**src/rtl/core/dmo_pkg.sv**
```systemverilog
// ----------------------------------------------------------------------------
// dmo_pkg
// Shared constants, types and the arctangent table of the dual-mouse odometry.
// ----------------------------------------------------------------------------
package dmo_pkg;

	localparam int CORDIC_STEPS = 16;
	localparam int STEP_W       = $clog2(CORDIC_STEPS);
	localparam int ATAN_IDX_W   = 5;

	localparam int IN_W   = 16;
	localparam int PROD_W = 2 * IN_W;
	localparam int ROT_W  = PROD_W + 1;
	localparam int DIFF_W = ROT_W + 1;
	localparam int CORD_W = DIFF_W + 2;
	localparam int ANG_W  = 17;
	localparam int ACC_W  = 48;
	localparam int HEAD_W = 16;
	localparam int FRAC_W = 14;

	localparam int CFG_IDX_W = 1;
	localparam logic [CFG_IDX_W-1:0] REG_COS = 1'd0;
	localparam logic [CFG_IDX_W-1:0] REG_SIN = 1'd1;

	localparam logic signed [ANG_W-1:0] HALF_PI = 17'sd25736;

	typedef struct packed {
		logic signed [ROT_W-1:0] x;
		logic signed [ROT_W-1:0] y;
	} rot_res_t;

	// atan(2^-i) in Q2.14, rounded to nearest
	function automatic logic signed [ANG_W-1:0] atan_lut(input logic [ATAN_IDX_W-1:0] idx);
		logic signed [ANG_W-1:0] v;
		case (idx)
			5'd0:    v = 17'sd12868;
			5'd1:    v = 17'sd7596;
			5'd2:    v = 17'sd4014;
			5'd3:    v = 17'sd2037;
			5'd4:    v = 17'sd1023;
			5'd5:    v = 17'sd512;
			5'd6:    v = 17'sd256;
			5'd7:    v = 17'sd128;
			5'd8:    v = 17'sd64;
			5'd9:    v = 17'sd32;
			5'd10:   v = 17'sd16;
			5'd11:   v = 17'sd8;
			5'd12:   v = 17'sd4;
			5'd13:   v = 17'sd2;
			5'd14:   v = 17'sd1;
			default: v = '0;
		endcase
		return v;
	endfunction

endpackage

```
**src/rtl/core/dmo_rotate.sv**
```systemverilog
// ----------------------------------------------------------------------------
// dmo_rotate
// Rotates the second reading by the mount angle with one shared multiplier
// and an accumulator for each of x (subtract) and y (add), one product per cycle.
// ----------------------------------------------------------------------------
module dmo_rotate import dmo_pkg::*; (
	input  logic                   clk,
	input  logic                   arst_n,
	input  logic                   start,
	input  logic signed [IN_W-1:0] rx,
	input  logic signed [IN_W-1:0] ry,
	input  logic signed [IN_W-1:0] cos_val,
	input  logic signed [IN_W-1:0] sin_val,
	output logic                   done,
	output rot_res_t               res
);

	localparam logic [2:0] PH_XC = 3'd0;
	localparam logic [2:0] PH_YS = 3'd1;
	localparam logic [2:0] PH_XS = 3'd2;
	localparam logic [2:0] PH_YC = 3'd3;
	localparam logic [2:0] PH_FIN = 3'd4;

	logic [2:0]               phase_q;
	logic                     busy_q;
	logic                     done_q;
	logic signed [PROD_W-1:0] prod_q;
	logic signed [ROT_W-1:0]  x_q;
	logic signed [ROT_W-1:0]  y_q;
	logic signed [IN_W-1:0]   op_a;
	logic signed [IN_W-1:0]   op_b;
	logic signed [ROT_W-1:0]  prod_ext;

	assign op_a     = (phase_q == PH_XC || phase_q == PH_XS) ? rx : ry;
	assign op_b     = (phase_q == PH_XC || phase_q == PH_YC) ? cos_val : sin_val;
	assign prod_ext = ROT_W'(prod_q);

	always_ff @(posedge clk or negedge arst_n) begin
		if (!arst_n) begin
			phase_q <= PH_XC;
			busy_q  <= 1'b0;
			done_q  <= 1'b0;
		end else begin
			done_q <= 1'b0;
			if (start) begin
				busy_q  <= 1'b1;
				phase_q <= PH_XC;
			end else if (busy_q) begin
				if (phase_q == PH_FIN) begin
					busy_q <= 1'b0;
					done_q <= 1'b1;
				end else begin
					phase_q <= phase_q + 3'd1;
				end
			end
		end
	end

	always_ff @(posedge clk) begin
		if (busy_q) begin
			prod_q <= op_a * op_b;
			unique case (phase_q)
				PH_YS:   x_q <= prod_ext;
				PH_XS:   x_q <= x_q - prod_ext;
				PH_YC:   y_q <= prod_ext;
				PH_FIN:  y_q <= y_q + prod_ext;
				default: ;
			endcase
		end
	end

	assign done  = done_q;
	assign res.x = x_q;
	assign res.y = y_q;

endmodule

```
**src/rtl/core/dmo_cordic.sv**
```systemverilog
// ----------------------------------------------------------------------------
// dmo_cordic
// Vectoring CORDIC: one shift/add/sub unit iterated CORDIC_STEPS times,
// with the half-plane fold and the zero-dx case.
// ----------------------------------------------------------------------------
module dmo_cordic import dmo_pkg::*; (
	input  logic                     clk,
	input  logic                     arst_n,
	input  logic                     start,
	input  logic signed [DIFF_W-1:0] dx,
	input  logic signed [DIFF_W-1:0] dy,
	output logic                     done,
	output logic signed [HEAD_W-1:0] heading
);

	logic                     busy_q;
	logic                     done_q;
	logic [STEP_W-1:0]        cnt_q;
	logic signed [CORD_W-1:0] x_q;
	logic signed [CORD_W-1:0] y_q;
	logic signed [ANG_W-1:0]  z_q;
	logic signed [CORD_W-1:0] dx_ext;
	logic signed [CORD_W-1:0] dy_ext;
	logic signed [CORD_W-1:0] sx;
	logic signed [CORD_W-1:0] sy;
	logic signed [ANG_W-1:0]  ang;

	assign dx_ext = CORD_W'(dx);
	assign dy_ext = CORD_W'(dy);
	assign sx     = x_q >>> cnt_q;
	assign sy     = y_q >>> cnt_q;
	assign ang    = atan_lut(ATAN_IDX_W'(cnt_q));

	always_ff @(posedge clk or negedge arst_n) begin
		if (!arst_n) begin
			busy_q <= 1'b0;
			done_q <= 1'b0;
			cnt_q  <= '0;
		end else begin
			done_q <= 1'b0;
			if (start) begin
				cnt_q <= '0;
				if (dx == '0)
					done_q <= 1'b1;
				else
					busy_q <= 1'b1;
			end else if (busy_q) begin
				if (cnt_q == STEP_W'(CORDIC_STEPS - 1)) begin
					busy_q <= 1'b0;
					done_q <= 1'b1;
				end else begin
					cnt_q <= cnt_q + 1'b1;
				end
			end
		end
	end

	always_ff @(posedge clk) begin
		if (start) begin
			if (dx == '0) begin
				z_q <= (dy > 0) ? HALF_PI : -HALF_PI;
			end else begin
				z_q <= '0;
				x_q <= (dx < 0) ? -dx_ext : dx_ext;
				y_q <= (dx < 0) ? -dy_ext : dy_ext;
			end
		end else if (busy_q) begin
			if (y_q > 0) begin
				x_q <= x_q + sy;
				y_q <= y_q - sx;
				z_q <= z_q + ang;
			end else begin
				x_q <= x_q - sy;
				y_q <= y_q + sx;
				z_q <= z_q - ang;
			end
		end
	end

	always_comb begin
		if (z_q > HALF_PI)
			heading = HEAD_W'(HALF_PI);
		else if (z_q < -HALF_PI)
			heading = HEAD_W'(-HALF_PI);
		else
			heading = HEAD_W'(z_q);
	end

	assign done = done_q;

endmodule

```
**src/rtl/core/dual_mouse_odometry.sv**
```systemverilog
// ----------------------------------------------------------------------------
// dual_mouse_odometry
// Two-mouse odometry: rotated mean step into a saturating centre position,
// and heading of the difference vector by CORDIC.
// ----------------------------------------------------------------------------
// Input stream s_axis: one transfer carries both mouse readings. Output
// stream m_axis: one transfer per input with centre x/y (Q34.14) and
// heading (Q2.14). The config port writes the mount cosine (index 0) and
// sine (index 1), one per write; write only while the block is idle.
// An item passes from the input transfer to output valid through these steps:
// the rotation, which runs the 4 products through one 16x16 multiplier (start,
// four products, final sum) and sets the difference and the accumulated
// position as it finishes; the start and load of the CORDIC; CORDIC_STEPS (16)
// iterations of one shift/add unit; and the hand-off of the heading to the
// output register. When dx is zero the iterations are skipped. The input is not
// ready during that work; it is ready again the cycle after the result is
// loaded, so a new item is not taken before the last one is in the output
// register. The result sits in that register, so a new item is taken while it
// waits; a stalled receiver holds the block at the end of the next item until
// the register frees.
// Reset clears the position to zero, sets cos=1.0 and sin=0, and drops
// all valid flags.
// ----------------------------------------------------------------------------
module dual_mouse_odometry import dmo_pkg::*; (
	input  logic                 clk,
	input  logic                 arst_n,
	input  logic                 cfg_we,
	input  logic [CFG_IDX_W-1:0] cfg_index,
	input  logic [15:0]          cfg_data,
	input  logic                 s_axis_tvalid,
	output logic                 s_axis_tready,
	// first_x, first_y, second_x, second_y
	input  logic [63:0]          s_axis_tdata,
	output logic                 m_axis_tvalid,
	input  logic                 m_axis_tready,
	// centre_x, centre_y, heading
	output logic [111:0]         m_axis_tdata
);

	localparam logic [2:0] ST_IDLE = 3'd0;
	localparam logic [2:0] ST_ROT  = 3'd1;
	localparam logic [2:0] ST_DIFF = 3'd2;
	localparam logic [2:0] ST_COR  = 3'd3;
	localparam logic [2:0] ST_OUT  = 3'd4;

	logic [2:0]               state_q;
	logic                     rot_start_q;
	logic                     cor_start_q;
	logic signed [IN_W-1:0]   cos_q;
	logic signed [IN_W-1:0]   sin_q;
	logic signed [IN_W-1:0]   fx_q;
	logic signed [IN_W-1:0]   fy_q;
	logic signed [IN_W-1:0]   sx_q;
	logic signed [IN_W-1:0]   sy_q;
	logic signed [ACC_W-1:0]  pos_x_q;
	logic signed [ACC_W-1:0]  pos_y_q;
	logic signed [DIFF_W-1:0] dx_q;
	logic signed [DIFF_W-1:0] dy_q;
	logic                     m_valid_q;
	logic [111:0]             m_data_q;

	logic                     accept;
	logic                     rot_done;
	rot_res_t                 rot_res;
	logic                     cor_done;
	logic signed [HEAD_W-1:0] cor_heading;
	logic                     out_load;
	logic signed [DIFF_W-1:0] x1;
	logic signed [DIFF_W-1:0] y1;
	logic signed [DIFF_W-1:0] sum_x;
	logic signed [DIFF_W-1:0] sum_y;
	logic signed [ACC_W:0]    nx;
	logic signed [ACC_W:0]    ny;

	assign s_axis_tready = (state_q == ST_IDLE);
	assign accept        = s_axis_tvalid && s_axis_tready;
	assign out_load      = (state_q == ST_OUT) && (!m_valid_q || m_axis_tready);

	dmo_rotate u_rotate (
		.clk     (clk),
		.arst_n  (arst_n),
		.start   (rot_start_q),
		.rx      (sx_q),
		.ry      (sy_q),
		.cos_val (cos_q),
		.sin_val (sin_q),
		.done    (rot_done),
		.res     (rot_res)
	);

	dmo_cordic u_cordic (
		.clk     (clk),
		.arst_n  (arst_n),
		.start   (cor_start_q),
		.dx      (dx_q),
		.dy      (dy_q),
		.done    (cor_done),
		.heading (cor_heading)
	);

	always_ff @(posedge clk or negedge arst_n) begin
		if (!arst_n) begin
			cos_q <= 16'sd16384;
			sin_q <= '0;
		end else if (cfg_we) begin
			unique case (cfg_index)
				REG_COS: cos_q <= cfg_data;
				REG_SIN: sin_q <= cfg_data;
				default: ;
			endcase
		end
	end

	always_ff @(posedge clk or negedge arst_n) begin
		if (!arst_n) begin
			state_q     <= ST_IDLE;
			rot_start_q <= 1'b0;
			cor_start_q <= 1'b0;
		end else begin
			rot_start_q <= 1'b0;
			cor_start_q <= 1'b0;
			unique case (state_q)
				ST_IDLE: if (s_axis_tvalid) begin
					state_q     <= ST_ROT;
					rot_start_q <= 1'b1;
				end
				ST_ROT: if (rot_done) begin
					state_q <= ST_DIFF;
				end
				ST_DIFF: begin
					state_q     <= ST_COR;
					cor_start_q <= 1'b1;
				end
				ST_COR: if (cor_done) begin
					state_q <= ST_OUT;
				end
				ST_OUT: if (out_load) begin
					state_q <= ST_IDLE;
				end
				default: state_q <= ST_IDLE;
			endcase
		end
	end

	always_ff @(posedge clk) begin
		if (accept) begin
			fx_q <= s_axis_tdata[15:0];
			fy_q <= s_axis_tdata[31:16];
			sx_q <= s_axis_tdata[47:32];
			sy_q <= s_axis_tdata[63:48];
		end
	end

	// first reading scaled to Q.14
	assign x1    = DIFF_W'(fx_q) <<< FRAC_W;
	assign y1    = DIFF_W'(fy_q) <<< FRAC_W;
	assign sum_x = x1 + DIFF_W'(rot_res.x);
	assign sum_y = y1 + DIFF_W'(rot_res.y);
	// floor of half the sum, added with one guard bit
	assign nx    = (ACC_W + 1)'(pos_x_q) + (ACC_W + 1)'(sum_x >>> 1);
	assign ny    = (ACC_W + 1)'(pos_y_q) + (ACC_W + 1)'(sum_y >>> 1);

	always_ff @(posedge clk or negedge arst_n) begin
		if (!arst_n) begin
			pos_x_q <= '0;
			pos_y_q <= '0;
		end else if (state_q == ST_ROT && rot_done) begin
			if (nx[ACC_W] != nx[ACC_W-1])
				pos_x_q <= nx[ACC_W] ? {1'b1, {(ACC_W-1){1'b0}}} : {1'b0, {(ACC_W-1){1'b1}}};
			else
				pos_x_q <= nx[ACC_W-1:0];
			if (ny[ACC_W] != ny[ACC_W-1])
				pos_y_q <= ny[ACC_W] ? {1'b1, {(ACC_W-1){1'b0}}} : {1'b0, {(ACC_W-1){1'b1}}};
			else
				pos_y_q <= ny[ACC_W-1:0];
		end
	end

	always_ff @(posedge clk) begin
		if (state_q == ST_ROT && rot_done) begin
			dx_q <= DIFF_W'(rot_res.x) - x1;
			dy_q <= DIFF_W'(rot_res.y) - y1;
		end
	end

	always_ff @(posedge clk or negedge arst_n) begin
		if (!arst_n)
			m_valid_q <= 1'b0;
		else if (out_load)
			m_valid_q <= 1'b1;
		else if (m_axis_tready)
			m_valid_q <= 1'b0;
	end

	always_ff @(posedge clk) begin
		if (out_load)
			m_data_q <= {cor_heading, pos_y_q, pos_x_q};
	end

	assign m_axis_tvalid = m_valid_q;
	assign m_axis_tdata  = m_data_q;

`ifndef SYNTHESIS
	a_busy_after_accept: assert property (@(posedge clk) disable iff (!arst_n)
		accept |=> !s_axis_tready)
		else $error("input ready right after a transfer");

	a_rot_cor_exclusive: assert property (@(posedge clk) disable iff (!arst_n)
		!(rot_done && cor_done))
		else $error("rotation and cordic finished together");

	a_valid_from_out: assert property (@(posedge clk) disable iff (!arst_n)
		$rose(m_axis_tvalid) |-> $past(state_q) == ST_OUT)
		else $error("output valid raised outside result state");

	a_heading_range: assert property (@(posedge clk) disable iff (!arst_n)
		m_axis_tvalid |-> ($signed(m_axis_tdata[111:96]) <= 16'sd25736 &&
			$signed(m_axis_tdata[111:96]) >= -16'sd25736))
		else $error("heading outside half-pi range");
`endif

endmodule

```
**config.mk**
```make
export PLATFORM = sky130hd
export DESIGN_NAME = dual_mouse_odometry
export DESIGN_NICKNAME = d
export VERILOG_FILES = /design/src/rtl/core/dmo_pkg.sv /design/src/rtl/core/dmo_rotate.sv /design/src/rtl/core/dmo_cordic.sv /design/src/rtl/core/dual_mouse_odometry.sv
export SDC_FILE = /design/constraint.sdc
export NUM_CORES = 2
export LEC_CHECK = 0
export ABC_AREA = 0
export BUFFER_PORTS_ARGS = -buffer_cell sky130_fd_sc_hd__buf_2
export CORE_UTILIZATION = 65
export DETAILED_ROUTE_END_ITERATION = 8
export GPL_TIMING_DRIVEN = 0
export HOLD_SLACK_MARGIN = 0.15
export PLACE_DENSITY = 0.9
export SLEW_MARGIN = 20
export SYNTH_ARGS = -nofsm -noshare
export SYNTH_HDL_FRONTEND = slang
export SYNTH_SLANG_ARGS = --single-unit
export TNS_END_PERCENT = 5
```
**constraint.sdc**
```tcl
create_clock -name clk -period 13.5 [get_ports clk]
set_input_delay 0.675 -clock clk [delete_from_list [all_inputs] [get_ports clk]]
set_output_delay 0.675 -clock clk [all_outputs]
set_load 0.01 [all_outputs]
```
# Yosys cells after proc, flatten, opt, wreduce, memory -nomap -nowiden
# Memory sizes are Yosys's and may differ from the RTL's.
# Cells that the tools add are included.
# W data, S select, Z words.
# op_classes
add_sub_neg,18
multipliers,1
order_cmp,5
n_eq_ne,18
shift,2
muxes,54
n_bitwise,1
reduce_logical,24
# ops
operator,count
$mux W36,10
$mux W48,4
$pmux W33 S2,2
$add A48 B33 Y49,2
$mux W17,5
$add A36 B36 Y36,2
$neg A34 Y36,2
$sshr A36 B4 Y36,2
$sub A36 B36 Y36,2
$add A30 B33 Y34,2
$sub A33 B30 Y34,2
$mux W16,3
$gt A36 B1 Y1 const B,1
$gt A34 B1 Y1 const B,1
$logic_not A34 Y1,1
$lt A34 B1 Y1 const B,1
$add A33 B32 Y33,1
$sub A33 B32 Y33,1
$mul A16 B16 Y32,1
$mux W3,7
$mux W1,19
$add A17 B17 Y17,1
$gt A17 B16 Y1 const B,1
$lt A17 B16 Y1 const B,1
other kinds (21),49
# totals
regBits,576
romBits,224
mem_count,1
# mem_list
memory,words,width,rd,rd_ports_with_merged_regs,wr,line,rtl
(no name shown),16,14,1,0,0,dmo_pkg.sv:35,case (idx)

# Logic depth before layout (Yosys ltp)
# depth
depth_word,5
depth_mapped,29

# By module
# Synthesis repeated with hierarchy kept, for this count alone.
# hier_totals
hier_cells,5968
area_unflattened_um2,55468.2
# by_module_without_submodules
module,n_inst,cells_per_inst,area_each_um2,seq_area_each_um2
dual_mouse_odometry,1,2065,21954.8,10681.5
dmo_rotate,1,1907,17372.9,3067.9
dmo_cordic,1,1996,16140.5,2822.7

# Least setup slack after synthesis
# Ideal clock, no wire load.
# synth_timing
path_kind,flip-flop to flip-flop
from,register u_rotate.phase_q[0]
to,register u_rotate.prod_q[29] (data pin)
arrival_time_ns,7.415
required_ns,13.242
path_slack_ns,5.827
stages_incl_launch_ff,28
synth_period_minus_slack_ns,7.673
cell_sequence,dfrtp_1 -> inv_1 -> ha_1 -> o21ai_1 -> clkbuf_1 -> clkbuf_1 -> mux2i_1 -> nor2_1 -> fa_1 -> inv_1 -> fa_1 -> fa_1 -> inv_1 -> fa_1 -> fa_1 -> inv_1 -> fa_1 -> inv_1 -> ha_1 -> and3_1 -> a31o_2 -> o21ai_0 -> a31oi_1 -> o211ai_1 -> nand3_1 -> a31o_2 -> a21oi_1 -> xnor2_1
# synth_between
elab_chain_cells,4
elab_cells_between_ends,8
cone_classes,1 x mul; 2 x eq/ne; 2 x mux; 3 x reduce/logical
# synth_rtl
item,line,rtl
"start, declared",dmo_rotate.sv:24,logic [2:0] phase_q;
"start signal, assigned",dmo_rotate.sv:53,phase_q <= phase_q + 3'd1;
"$eq A3 B2 Y1, or another cell as far along",dmo_rotate.sv:34,assign op_a = (phase_q == PH_XC || phase_q == PH_XS) ? rx : ry;
"$logic_or A1 B1 Y1, on equally long branches","dmo_rotate.sv:34, dmo_rotate.sv:35",
"$mux W16, on equally long branches","dmo_rotate.sv:34, dmo_rotate.sv:35",
$mul A16 B16 Y32 *,dmo_rotate.sv:61,prod_q <= op_a * op_b;
"end signal, assigned",dmo_rotate.sv:61,
"end, declared",dmo_rotate.sv:27,logic signed [PROD_W-1:0] prod_q;
# Every way passes the cells marked *; elsewhere a longest branch is shown, timed or not.
# A chain may end at the register's enable or synchronous reset.

# Worst setup path in the final report
# layout_timing
from,register u_rotate.phase_q[0]
to,register u_rotate.prod_q[30] (data pin)
# The elaborated chain is that of the path after synthesis.

==> impl_metrics.tcl <==
set metrics [dict create \
    path_clk_slew_ps 70 \
    avgViaCountPerCell 6.62 \
    synth_top_family_by_area "adder cells" \
    holdPathStages 1 \
    final_layout_size_suffix_gt1_share_pct 9.46 \
    maxCapViolCount 0 \
    synthDistinctLibCells 105 \
    criticalPathCategory "reg -> reg" \
    syn_nets 6619 \
    synth_top_cells_by_count "592 x nand2_1, 517 x inv_1, 495 x nor2_1, 431 x edfxtp_1, 423 x ha_1" \
    synth_compound_area_share_pct 16.1 \
    ios 200 \
    ant_nets 0 \
    cts_tree "yes" \
    regArea_sq_um 16600 \
    hp-class "in -> reg" \
    num_rows 106 \
    clock_path_buffers 3 \
    synth_xor_xnor_area_share_pct 6.89 \
    nets 6900 \
    netlist_instances 5837 \
    synth_top_area_share_pct 23.6 \
    core_sq_um 83600 \
    synthTopCellsByArea "edfxtp_1 24%, fa_1 10%, ha_1 9.6%" \
    period_share_pct 77.3 \
    ctsResizeCount 0 \
    ys_seq_elements 576 \
    gp_congestion 1.10 \
    dpl.hpwl_mm 139 \
    track_usage_pct 41.0 \
    dieArea_sq_um 85600 \
    finalMaxSlewViolations 0 \
    critPathArrivalTime_ps 10830 \
    critical_path_buf_inv_count 7 \
    setup_viol_count_final 0 \
    grt_max_degree 76 \
    synthFlopType "edfxtp_1" \
    start_util_pct 65.7 \
    h-tree-depth 3 \
    finalCriticalPeriod_ps 10430 \
    crit_path_start "u_rotate.phase_q[0]" \
    syn_avg_cell_area_sq_um 9.40 \
    dieWidth_um 293 \
    synth_edf_count 431 \
    async_flop_share_pct 25.2 \
    drtIter0Drc 5424 \
    insertion_delay_ps 670 \
    grt_overflow 0 \
    grt_pass1_wl_mm 269 \
    clock_sinks 576 \
    crit_required_ps 13900 \
    cts_buffers 69 \
    worstReg2RegStart "u_rotate.phase_q[0]" \
    wl_per_cell_um 24.4 \
    end_kind "flop" \
    multi_input_area_sq_um 35400 \
    min-delay-start "s_axis_tdata[30]" \
    crit_slowest_cell "mux2i_1" \
    wl_mm 177 \
    port_buffers 199 \
    hold_viol_final 0 \
    area_growth_pct 9.18 \
    grt_pass1_vias 46600 \
    rsz0062_at_grt "no" \
    fp.dieH_um 293 \
    cp_top_family "adder cells" \
    synth_simple_gate_area_share_pct 14.1 \
    syn_area_sq_um 54900 \
    drtPass1Iterations 6 \
    fin_skew_ps 45.1 \
    worst-path-stages 28 \
    vias 48000 \
    antenna_found_initial 6 \
    cp_common_cell "fa_1" \
    cp_max_fo 10 \
    fmax_mhz 95.9 \
    synthAdderAreaFrac_pct 20.4 \
    cts_root_buf "clkbuf_16" \
    yosysSeqAreaShare_pct 30.2 \
    setup_tns_ps 0 \
    num-fill-cells 5996 \
    maxSlewHeadroom_pct 20.5 \
    slowest_delay_ps 1010 \
    rr_worst_depth 28 \
    synth.most_common_cell "nand2_1" \
    status "finished clean" \
    worst_pin_slew_ps 1160 \
    yosys.area.top_type "edfxtp_1" \
    cp-start-kind "flop" \
    drc_errors 0 \
    yosys_warnings 0 \
    muxShareOfSynthArea_pct 6.81 \
]
area by class of cell:
type                    instances  area share, %
diodes                          6         0.0251
plain buffers                 227           1.76
clock buffers                  81           3.08
clock inverters                46          0.894
inverters                     519           3.25
multi-input cells            4515           59.0
flip-flops and latches        576           27.7
well taps                    1080           2.25
repair buffers                210           2.03
worst reg2reg max path, delay by kind of cell (launching register included):
family,cells,cell delay (ps)
multiplexers,1,1010
flip-flops,1,390
AND/OR/NAND/NOR,4,600
XOR/XNOR,1,160
adder cells (fa/ha/maj),8,3660
buffers and inverters,7,1610
AO/OA/AOI/OAI,7,2740
sequential cells by signal (all words and copies together), names as in the netlist, 17 cells and up:
signal / cells
u_cordic.y_q: 36
dx_q: 34
pos_x_q: 48
u_cordic.x_q: 36
u_cordic.z_q: 17
pos_y_q: 48
u_rotate.x_q: 33
dy_q: 34
u_rotate.prod_q: 32
u_rotate.y_q: 33
m_axis_tdata: 112
metal layers:
metal,up-vias,routed length (um),GRT usage (%)
li1,21300,-,-
met1,23000,65000,50.9
met2,2959,80300,64.6
met3,719,17700,7.75
met4,2,14200,29.0
met5,-,13,0
metrics by stage:
stage | cell area, sq um | hold WS [ps] | setup WS (ps) | utilization, % | cells
after global routing | 59900 | 183 | 2770 | 71.7 | 7258
after detailed placement | 57500 | 464 | 3470 | 68.8 | 7126
after global placement | 57200 | 464 | 3770 | 68.5 | 7116
after CTS | 59900 | 164 | 3380 | 71.7 | 7254
after floorplan | 54900 | 379 | 5830 | - | 5837
final | 59900 | 184 | 3070 | 71.7 | 7260
cells in the final DEF (no fill, tap or decap), types with 46 or more instances in the layout:
cell type  instances
nand2_1          592
inv_1            517
nor2_1           495
edfxtp_1         431
ha_1             423
o21ai_0          400
a21oi_1          374
fa_1             273
xnor2_1          254
buf_2            208
xor2_1           178
clkbuf_1         170
dfrtp_1          143
a21o_1           142
nor3_1           105
mux2_2            95
nand3_1           84
mux2i_1           74
clkbuf_16         72
nand2b_1          67
nor2b_1           60
o31ai_1           60
mux4_2            59
o21bai_1          54
a31oi_1           46
logic make-up after synthesis:
logic type | after synthesis
XOR/XNOR | 432
AO/OA/AOI/OAI | 1411
AND/OR/NAND/NOR | 1677
flip-flops | 576
adder cells (fa/ha/maj) | 739
multiplexers | 256
buffers and inverters | 746
path summary, 6_finish.rpt:
kind | endpoint | slack, ps
max | u_rotate.prod_q[30] | 3070
min | fy_q[14] | 180
max reg2reg | u_rotate.prod_q[30] | 3070
min reg2reg | m_axis_tdata[60] | 480
max in group asynchronous | pos_x_q[33] | 12070
min in group asynchronous | pos_y_q[30] | 550
repair_timing:
| item | CTS | global route |
|---|---|---|
| hold endpoints to repair | 69 | 0 |
| hold buffers | 1 | 0 |
| setup buffers | 0 | 0 |
Power is left out: the tool's default activity adds up to more than one toggle a clock period on the data nets, which glitch-free logic cannot reach.
